<file path="src/design/ssp_pkg.sv">
// Shared types and constants for the seven-segment scan and dimming block.
// Holds the transaction payload structs, the opcode codes and the register map.
// No dependencies.
package ssp_pkg;

  localparam logic [2:0] OP_TICK      = 3'd0;
  localparam logic [2:0] OP_WRITE_SEG = 3'd1;
  localparam logic [2:0] OP_LINE_EN   = 3'd2;
  localparam logic [2:0] OP_ALL       = 3'd3;
  localparam logic [2:0] OP_IND_BIT   = 3'd4;

  localparam logic       REG_BRIGHTNESS     = 1'b0;
  localparam logic       REG_INDICATOR_LINE = 1'b1;
  localparam int         PADDR_W            = 3;

  localparam logic [2:0] BRIGHTNESS_RESET = 3'd5;
  localparam int         DRIVE_LINES      = 3;
  localparam int         COL_W            = 4;

  typedef struct packed {
    logic [2:0] opcode;
    logic [1:0] line_index;
    logic [2:0] column_index;
    logic [7:0] segment_value;
    logic       enable;
    logic [2:0] indicator_index;
  } item_t;

  typedef struct packed {
    logic [3:0]  column_select;
    logic [23:0] line_drive;
    logic        frame_start;
    logic [7:0]  indicator_bits;
  } result_t;

  typedef struct packed {
    logic [2:0] brightness;
    logic [1:0] indicator_line;
  } cfg_t;

endpackage

</file>
<file path="src/design/ssp_regs.sv">
// Configuration register file behind the APB-style port.
// Holds brightness and the indicator line; depends on ssp_pkg.
module ssp_regs (
  input  logic                         clk,
  input  logic                         rst,
  input  logic                         psel,
  input  logic                         penable,
  input  logic                         pwrite,
  input  logic [ssp_pkg::PADDR_W-1:0]  paddr,
  input  logic [31:0]                  pwdata,
  output logic [31:0]                  prdata,
  output logic                         pready,
  output ssp_pkg::cfg_t                cfg
);

  logic wr_en;

  assign pready = 1'b1;
  assign wr_en  = psel & penable & pwrite;

  always_ff @(posedge clk) begin
    if (rst) begin
      cfg.brightness     <= ssp_pkg::BRIGHTNESS_RESET;
      cfg.indicator_line <= 2'd0;
    end else if (wr_en) begin
      case (paddr[2])
        ssp_pkg::REG_BRIGHTNESS:     cfg.brightness     <= pwdata[2:0];
        ssp_pkg::REG_INDICATOR_LINE: cfg.indicator_line <= pwdata[1:0];
        default: ;
      endcase
    end
  end

  always_comb begin
    case (paddr[2])
      ssp_pkg::REG_BRIGHTNESS:     prdata = {29'd0, cfg.brightness};
      ssp_pkg::REG_INDICATOR_LINE: prdata = {30'd0, cfg.indicator_line};
      default:                     prdata = 32'd0;
    endcase
  end

endmodule

</file>
<file path="src/design/ssp_core.sv">
// Scan state, segment store and result logic for one transaction.
// Updates state on advance and presents the result for the output register.
// Depends on ssp_pkg.
module ssp_core #(
  parameter int LINES     = 3,
  parameter int COLUMNS   = 8,
  parameter int PWM_STEPS = 5
) (
  input  logic             clk,
  input  logic             rst,
  input  logic             advance,
  input  ssp_pkg::item_t   item,
  input  ssp_pkg::cfg_t    cfg,
  output ssp_pkg::result_t result
);

  localparam int PHASE_W   = (PWM_STEPS > 2) ? $clog2(PWM_STEPS) : 1;
  localparam int COL_IDX_W = (COLUMNS > 1) ? $clog2(COLUMNS) : 1;
  localparam logic [ssp_pkg::COL_W-1:0] COL_IND  = ssp_pkg::COL_W'(COLUMNS);
  localparam logic [ssp_pkg::COL_W-1:0] COL_NONE = ssp_pkg::COL_W'(COLUMNS + 1);

  logic [PHASE_W-1:0]        pwm_phase, pwm_phase_next;
  logic [ssp_pkg::COL_W-1:0] scan_column, scan_column_next;
  logic [LINES-1:0]          line_enables, line_enables_next;
  logic                      indicator_enable, indicator_enable_next;
  logic [7:0]                indicator_register, indicator_register_next;
  logic [ssp_pkg::COL_W-1:0] held_column, held_column_next;
  logic [23:0]               held_drive, held_drive_next;
  logic                      frame;
  logic [23:0]               drive;
  logic [ssp_pkg::COL_W-1:0] mirror;
  logic                      is_tick;
  logic                      col_ok;

  assign is_tick = (item.opcode == ssp_pkg::OP_TICK);
  assign col_ok  = ({1'b0, item.column_index} < ssp_pkg::COL_W'(COLUMNS));
  assign mirror  = ssp_pkg::COL_W'(COLUMNS - 1) - scan_column;

  for (genvar ln = 0; ln < LINES; ln++) begin : g_line
    logic [7:0] col_bytes [COLUMNS];
    logic       wr_hit;

    assign wr_hit = advance && (item.opcode == ssp_pkg::OP_WRITE_SEG) &&
                    (int'(item.line_index) == ln) && col_ok;

    always_ff @(posedge clk) begin
      if (rst) begin
        for (int c = 0; c < COLUMNS; c++) col_bytes[c] <= 8'd0;
      end else if (wr_hit) begin
        col_bytes[COL_IDX_W'(item.column_index)] <= item.segment_value;
      end
    end

    always_comb begin
      line_enables_next[ln] = line_enables[ln];
      case (item.opcode)
        ssp_pkg::OP_LINE_EN: begin
          if (int'(item.line_index) == ln) line_enables_next[ln] = item.enable;
        end
        ssp_pkg::OP_ALL: line_enables_next[ln] = item.enable;
        default: ;
      endcase
    end
  end

  for (genvar ln = 0; ln < ssp_pkg::DRIVE_LINES; ln++) begin : g_drive
    if (ln < LINES) begin : g_on
      always_comb begin
        drive[8*ln +: 8] = 8'd0;
        if (scan_column == COL_IND) begin
          if ((int'(cfg.indicator_line) == ln) && !indicator_enable)
            drive[8*ln +: 8] = indicator_register;
        end else if (scan_column < COL_IND) begin
          if (line_enables[ln])
            drive[8*ln +: 8] = g_line[ln].col_bytes[mirror[COL_IDX_W-1:0]];
        end
      end
    end else begin : g_off
      assign drive[8*ln +: 8] = 8'd0;
    end
  end

  always_comb begin
    pwm_phase_next          = pwm_phase;
    scan_column_next        = scan_column;
    held_column_next        = held_column;
    held_drive_next         = held_drive;
    indicator_enable_next   = indicator_enable;
    indicator_register_next = indicator_register;
    frame                   = 1'b0;
    case (item.opcode)
      ssp_pkg::OP_TICK: begin
        if (pwm_phase == '0) begin
          frame            = (scan_column == '0);
          held_column_next = scan_column;
          held_drive_next  = drive;
          scan_column_next = (scan_column == COL_IND) ? '0 : scan_column + 1'b1;
        end else if (4'(pwm_phase) == {1'b0, cfg.brightness}) begin
          held_drive_next = 24'd0;
        end
        pwm_phase_next = (pwm_phase == PHASE_W'(PWM_STEPS - 1)) ? '0
                                                                : pwm_phase + 1'b1;
      end
      ssp_pkg::OP_ALL: indicator_enable_next = !item.enable;
      ssp_pkg::OP_IND_BIT:
        indicator_register_next[item.indicator_index] = item.enable;
      default: ;
    endcase
  end

  always_ff @(posedge clk) begin
    if (rst) begin
      pwm_phase          <= '0;
      scan_column        <= '0;
      line_enables       <= '0;
      indicator_enable   <= 1'b0;
      indicator_register <= 8'd0;
      held_column        <= COL_NONE;
      held_drive         <= 24'd0;
    end else if (advance) begin
      pwm_phase          <= pwm_phase_next;
      scan_column        <= scan_column_next;
      line_enables       <= line_enables_next;
      indicator_enable   <= indicator_enable_next;
      indicator_register <= indicator_register_next;
      held_column        <= held_column_next;
      held_drive         <= held_drive_next;
    end
  end

  assign result.column_select  = held_column_next;
  assign result.line_drive     = held_drive_next;
  assign result.frame_start    = frame & is_tick;
  assign result.indicator_bits = indicator_register_next;

endmodule

</file>
<file path="src/design/seven_segment_scan_pwm_top.sv">
// Top level of the seven-segment scan and dimming block.
// Input register, output register and the core; depends on ssp_pkg,
// ssp_regs and ssp_core.
//
//   channel   direction  handshake                    payload
//   item      in         item_valid / item_ready      ssp_pkg::item_t
//   result    out        result_valid / result_ready  ssp_pkg::result_t
//   config    in         psel penable pwrite pready   paddr, pwdata, prdata
//
// One transaction per cycle sustained while result_ready keeps the output from
// stalling; after acceptance the input register feeds the core's single pass,
// which is registered in the result register when the output can advance.
// Reset is synchronous: scan, store, enables and indicators clear, no column
// is held. A stalled result holds in the output register while one more
// transaction waits in the input register.
module seven_segment_scan_pwm_top #(
  parameter int LINES     = 3,
  parameter int COLUMNS   = 8,
  parameter int PWM_STEPS = 5
) (
  input  logic                        clk,
  input  logic                        rst,
  input  logic                        item_valid,
  output logic                        item_ready,
  input  ssp_pkg::item_t              item,
  output logic                        result_valid,
  input  logic                        result_ready,
  output ssp_pkg::result_t            result,
  input  logic                        psel,
  input  logic                        penable,
  input  logic                        pwrite,
  input  logic [ssp_pkg::PADDR_W-1:0] paddr,
  input  logic [31:0]                 pwdata,
  output logic [31:0]                 prdata,
  output logic                        pready
);

  ssp_pkg::cfg_t    cfg;
  ssp_pkg::item_t   item_q;
  ssp_pkg::result_t core_result;
  logic             item_q_valid;
  logic             advance;

  assign advance    = item_q_valid && (!result_valid || result_ready);
  assign item_ready = !item_q_valid || advance;

  always_ff @(posedge clk) begin
    if (rst) begin
      item_q_valid <= 1'b0;
    end else if (item_ready) begin
      item_q_valid <= item_valid;
    end
  end

  always_ff @(posedge clk) begin
    if (item_ready && item_valid) begin
      item_q <= item;
    end
  end

  always_ff @(posedge clk) begin
    if (rst) begin
      result_valid <= 1'b0;
    end else if (advance) begin
      result_valid <= 1'b1;
    end else if (result_ready) begin
      result_valid <= 1'b0;
    end
  end

  always_ff @(posedge clk) begin
    if (advance) begin
      result <= core_result;
    end
  end

  ssp_regs u_regs (
    .clk     (clk),
    .rst     (rst),
    .psel    (psel),
    .penable (penable),
    .pwrite  (pwrite),
    .paddr   (paddr),
    .pwdata  (pwdata),
    .prdata  (prdata),
    .pready  (pready),
    .cfg     (cfg)
  );

  ssp_core #(
    .LINES     (LINES),
    .COLUMNS   (COLUMNS),
    .PWM_STEPS (PWM_STEPS)
  ) u_core (
    .clk     (clk),
    .rst     (rst),
    .advance (advance),
    .item    (item_q),
    .cfg     (cfg),
    .result  (core_result)
  );

endmodule

</file>
<file path="config.mk">
export PLATFORM = sky130hd
export DESIGN_NAME = seven_segment_scan_pwm_top
export DESIGN_NICKNAME = d
export VERILOG_FILES = /design/src/design/ssp_pkg.sv /design/src/design/ssp_regs.sv /design/src/design/ssp_core.sv /design/src/design/seven_segment_scan_pwm_top.sv
export SDC_FILE = /design/constraint.sdc
export NUM_CORES = 1
export LEC_CHECK = 0
export ABC_CLOCK_PERIOD_IN_PS = 2990
export BUFFER_PORTS_ARGS = -buffer_cell sky130_fd_sc_hd__buf_4
export CAP_MARGIN = 20
export CORE_ASPECT_RATIO = 1.5
export CORE_UTILIZATION = 56
export CTS_BUF_LIST = sky130_fd_sc_hd__clkbuf_4 sky130_fd_sc_hd__clkbuf_8
export DETAILED_ROUTE_END_ITERATION = 12
export GPL_TIMING_DRIVEN = 1
export PLACE_DENSITY = 0.79
export SLEW_MARGIN = 0
export SYNTH_ARGS = -nofsm -noshare
export SYNTH_HDL_FRONTEND = slang
export SYNTH_SLANG_ARGS = --single-unit
export TNS_END_PERCENT = 20
</file>
<file path="constraint.sdc">
create_clock -name clk -period 2.99 [get_ports clk]
set_clock_uncertainty 0.15 [all_clocks]
set_input_delay 0.1495 -clock clk [delete_from_list [all_inputs] [get_ports clk]]
set_output_delay 0.1495 -clock clk [all_outputs]
set_load 0.1 [all_outputs]
</file>
# After elaboration in Yosys (flattened, before gate mapping)
# Memory sizes are Yosys's and may differ from the RTL's.
# Index checks and enable logic that the tools add are counted.
# word_totals
reg_bits	111
memories	3
output_inout_bits	72
in_bits	62
mem_bits_rw	192
word_cells	138
# mem_list
name	words	word_bits	read_ports	rd_ports_with_merged_regs	write_ports	line	text
u_core.g_line[0].col_bytes	8	8	1	0	8	ssp_core.sv:40	logic [7:0] col_bytes [COLUMNS];
u_core.g_line[1].col_bytes	8	8	1	0	8	ssp_core.sv:40	
u_core.g_line[2].col_bytes	8	8	1	0	8	ssp_core.sv:40	
# op_classes
n_reduce_logical	34
bitwise_logic	4
mux	54
n_eq_ne	14
addsub	3
n_lt_le_gt_ge	3
# op_table
cell	count
$mux W8	16
$mux W24	3
$pmux W32 S2	1
$reduce_or A8 Y1	3
$mux W1	22
$mux W3	4
$mux W4	3
$reduce_and A3 Y1	4
$logic_and A1 B1 Y1	10
$bwmux W8	1
$eq A2 B2 Y1 const B	4
$reduce_and A2 Y1	4
$eq A3 B2 Y1 const B	2
$eq A3 B3 Y1 const B	2
$logic_not A3 Y1	2
$ne A2 B1 Y1 const B	3
$pmux W1 S2	3
$add A4 B1 Y4 const B	1
$eq A4 B4 Y1 const B	1
$logic_not A1 Y1	4
$logic_not A2 Y1	2
$logic_not A4 Y1	1
$lt A3 B4 Y1 const B	1
$lt A4 B4 Y1 const B	1
10 further kinds	14

# Depth between registers and ports, before layout
# depth
word_depth	10
mapped_depth	8

# Cells and area by module
# A second synthesis with hierarchy kept.
# hier_totals
hier_cells	1124
area_unflattened_um2	14079.8
# by_module_without_submodules
mod	area_each_um2	seq_area_each_um2	n_inst	cells_each
ssp_core	11763.8	6706.4	1	1000
seven_segment_scan_pwm_top	1815.5	1751.7	1	67
ssp_regs	500.5	100.1	1	57

# Worst setup path before layout
# Ideal clock, no wire load.
# synth_path
kind	register to register
from	reg result_valid
to	reg item_q[0] (netlist bit) (enable)
t_arrival_ps	3172
path_stages_with_launch	6
required_time_ps	2500
period_less_slack_ps	3662
n_path_buf	2
path_slack_ps	-672
path_cell_list	dfxtp_1 -> nor2b_1 -> clkbuf_1 -> clkbuf_1 -> nand2_1 -> and2_1
# synth_between
elab_chain_len	5
# synth_rtl
element	line	text
start: declaration	seven_segment_scan_pwm_top.sv:26	output logic result_valid,
start signal: assignment	seven_segment_scan_pwm_top.sv:63	result_valid <= 1'b0;
start signal: assignment	seven_segment_scan_pwm_top.sv:65	result_valid <= 1'b1;
start signal: assignment	seven_segment_scan_pwm_top.sv:67	result_valid <= 1'b0;
$logic_not A1 Y1	seven_segment_scan_pwm_top.sv:44	assign advance = item_q_valid && (!result_valid || result_ready);
$logic_or A1 B1 Y1	seven_segment_scan_pwm_top.sv:44	
$logic_and A1 B1 Y1	seven_segment_scan_pwm_top.sv:44	
$logic_or A1 B1 Y1	seven_segment_scan_pwm_top.sv:45	assign item_ready = !item_q_valid || advance;
via item_ready	seven_segment_scan_pwm_top.sv:24	output logic item_ready,
$logic_and A1 B1 Y1	seven_segment_scan_pwm_top.sv:56	if (item_ready && item_valid) begin
end signal: assignment	seven_segment_scan_pwm_top.sv:57	item_q <= item;
end: declaration	seven_segment_scan_pwm_top.sv:39	ssp_pkg::item_t item_q;
# The timed path passes the listed nets, and every way through them passes these cells.
# A chain may end at the register's enable or synchronous reset.

==> flow_metrics.py <==
metrics = {
    "status": {
        "status": "completed",
    },
    "worst_setup_path": {
        "cp.arrival_ns": 2.95,
        "critPathLaunch": "u_core.scan_column[2]",
        "worstSetupPathType": "flip-flop to flip-flop",
        "cp_cell_sequence": "or4b_1 -> nor4b_1 -> buf_4 -> o21ai_0 -> a31oi_1",
        "r2r-start": "u_core.scan_column[2]",
        "critPathCaptureType": "flip-flop",
        "startpoint_type": "flip-flop",
        "max_stage_delay_ns": 0.73,
        "crit_required_ns": 3.24,
        "crit_fanout": 12,
        "cp_slowest_cell": "or4b_1",
    },
    "global_routing": {
        "met2_usage_pct": 51.2,
        "overflow": 0,
        "antenna_found_initial": 0,
        "grt_pass1_wl_um": 52800,
        "met1_usage_pct": 28.0,
        "grt_max_degree": 56,
        "grt_pass1_vias": 9461,
        "grt_use_total_pct": 27.4,
        "grt.met3_usage_pct": 4.83,
        "top_usage_layer": "met2",
    },
    "clocking": {
        "cts-htree-levels": 2,
        "path_clk_slew_ns": 0.07,
        "cts.sinks": 303,
        "cts-root-buf": "clkbuf_8",
        "cts_made_buffers": 43,
        "cts_tree": "built",
        "clock_path_buffers": 3,
        "post_cts_resized": 0,
        "clkLatencyLatePin_ns": 0.56,
    },
    "place": {
        "portBuffers": 72,
        "place_ws_ns": 0.392,
        "placed_cells_incl_taps": 1487,
        "routabilityCongestion": 0.955,
        "placed_area_um2": 15000,
        "dp_hpwl_um": 23600,
    },
    "worst_hold_path": {
        "worst_hold_path_type": "input pin to flip-flop",
        "hp-start": "rst",
    },
    "yosys": {
        "synth-compound-area-share_pct": 6.93,
        "synth-xor-area-share_pct": 0.125,
        "synth_top_family_by_area": "simple AND/OR/NAND/NOR gates",
        "synthAdderAreaFrac_pct": 0.356,
        "synth-edff-count": 249,
        "synth.distinct_cells": 51,
        "avgSynthCellArea_um2": 12.7,
        "synth_seq_area_share_pct": 60.9,
        "yosysWarnings": 0,
        "ys.flop_type": "edfxtp_1",
        "ys_ff_latch": 303,
        "yosys.area_share.simple_pct": 17.5,
        "synth.cell_area_um2": 14100,
        "synth_cells": 1108,
        "async_flop_share_pct": 0,
        "synth_mux_area_share_pct": 9.66,
    },
    "layout": {
        "fillers": 1775,
        "diodes": 0,
        "area_growth_pct": 15.2,
        "multi_input_area_um2": 4990,
        "final_cell_area_um2": 16200,
        "drive_gt1_share_pct": 22.0,
        "seqCellArea_um2": 8560,
        "stdcell_count": 1590,
        "nNetsFinal": 1305,
    },
    "pwr": {
        "ir_worst_vdd_mv": 0.356,
        "finalPower_mw": 8.88,
        "p_leak_nw": 6.04,
        "power.density_nw_per_um2": 548,
    },
    "sta": {
        "rsz0062_at_grt": "false",
        "worst_slack_ns": 0.294,
        "setup_viol": 0,
        "drv_slew": 0,
        "slew_headroom_pct": 31.7,
        "fin_crit_ns": 2.70,
        "finalHoldViolCount": 0,
        "tns_ns": 0,
        "fin_crit_sh_pct": 90.2,
        "tightestPinTransition_ns": 1.02,
        "timing.fmax_mhz": 371,
    },
    "routing": {
        "ant_nets": 0,
        "vias": 9298,
        "drtIter0Drc": 667,
        "routed_wl_um": 34500,
        "drcViolationCount": 0,
        "drtPass1Iterations": 5,
        "avgRoutedWirePerCell_um": 21.7,
        "vias_per_cell": 5.85,
    },
    "floorplan": {
        "chipWidth_um": 131,
        "num_rows": 70,
        "io_pins": 134,
        "initial_core_util_pct": 57.3,
        "core_area_um2": 24500,
        "die_y_um": 196,
        "dieArea_um2": 25700,
    },
    "run": {
        "cap_viol_max_count": 0,
    },
}
==> layer usage <==
layer	vias up	share of wire [%]
li1	4267	-
met1	4512	34
met2	397	54
met3	122	5.5
met4	0	6.4
met5	-	0
==> cell usage after synthesis (all sizes together), types with 10 or more instances <==
master | count | area, um^2
inv | 22 | 82.6
nand3 | 30 | 150
or2 | 28 | 175
o311a | 10 | 100
mux4 | 26 | 586
clkbuf | 51 | 191
nor2 | 53 | 199
a211oi | 12 | 90.1
dfxtp | 54 | 1080
a311oi | 13 | 114
nor2b | 15 | 93.8
a31oi | 20 | 125
o21ai | 23 | 115
a21oi | 27 | 135
nand2 | 35 | 131
and2 | 196 | 1230
buf | 52 | 349
nor3 | 27 | 145
a22oi | 15 | 113
mux2i | 58 | 581
mux2 | 17 | 191
edfxtp | 249 | 7480
==> where the power goes <==
group | leakage (nW) | internal (mW) | total, mW | switching [mW]
Clock | 0.453 | 1.74 | 3.24 | 1.50
Combinational | 2.59 | 0.203 | 0.816 | 0.614
Sequential | 2.99 | 4.71 | 4.83 | 0.123
Total | 6.04 | 6.65 | 8.88 | 2.23
==> critical path, delay by kind of cell, from the launching register on <==
| kind | cells | cell delay [ns] |
|---|---|---|
| buffers and inverters | 1 | 0.22 |
| flip-flops | 1 | 0.43 |
| AND/OR/NAND/NOR | 2 | 1.41 |
| AO/OA/AOI/OAI | 2 | 0.31 |
==> placed cells by master, fill, tap and decap left out, drive strengths merged, types with 4 or more instances in the layout <==
master and n:
a311oi 13, buf 130, mux2i 58, nand2 35, nor4b 8, o211ai 6
and4 4, a211oi 12, inv 22, mux4 26, a31oi 20, dfxtp 54
or2 28, o22ai 7, o21ai 23, o311a 10, nand4 7, clkbuf 56
and2 196, conb 30, dlygate4sd3 31, nand3 30, nand2b 8, mux2 17
a21oi 27, ha 4, edfxtp 249, nor3 27, a41o 5, clkinv 15
a22oi 15, nor4 9, nor2 53, nor2b 15
==> area by class of cell <==
| cell class | count | area share, % |
|---|---|---|
| clock buffer | 56 | 4.45 |
| clock inverter | 16 | 0.765 |
| inverter | 23 | 0.533 |
| multi-input combinational | 707 | 30.8 |
| sequential | 303 | 52.9 |
| tap | 324 | 2.50 |
| timing repair buffer | 161 | 8.10 |
==> stage by stage <==
stage / hold slack, ns / utilization (%)
after global placement: 0.178 / 61.3
final: 0.0738 / 66.0
after global routing: 0.0817 / 66.0
after detailed placement: 0.179 / 61.3
after floorplan: 0.0984 / -
after CTS: 0.0470 / 66.0
==> flip-flops by register name, indices dropped and copies added (netlist names) <==
signal                     count
u_core.indicator_register      8
item_q                        20
u_core.line_enables            3
result                        37
item_q_valid                   1
u_core.scan_column             4
u_core.held_column             4
u_core.indicator_enable        1
u_core.g_line.col_bytes      192
result_valid                   1
u_core.held_drive             24
u_regs.cfg                     5
u_core.pwm_phase               3
==> cells by family after synthesis <==
group	after synthesis
AND/OR/NAND/NOR	427
flip-flops	303
AO/OA/AOI/OAI	143
buffers and inverters	126
multiplexers	101
adder cells (fa/ha/maj)	4
other	2
XOR/XNOR	2
==> worst paths after layout <==
| check | end | slack [ns] | cells after the start |
|---|---|---|---|
| setup / recovery | result[12] | 0.29 | 5 |
| hold / removal | u_core.indicator_enable | 0.07 | 3 |
| setup reg to reg | result[12] | 0.29 | 5 |
| hold reg to reg | u_core.held_drive[9] | 0.35 | 2 |
==> timing repair <==
action,CTS,global route
endpoints found under the hold margin,27,0
setup buffers,0,0
hold buffers,31,0
Power figures use the tool's default switching activity.
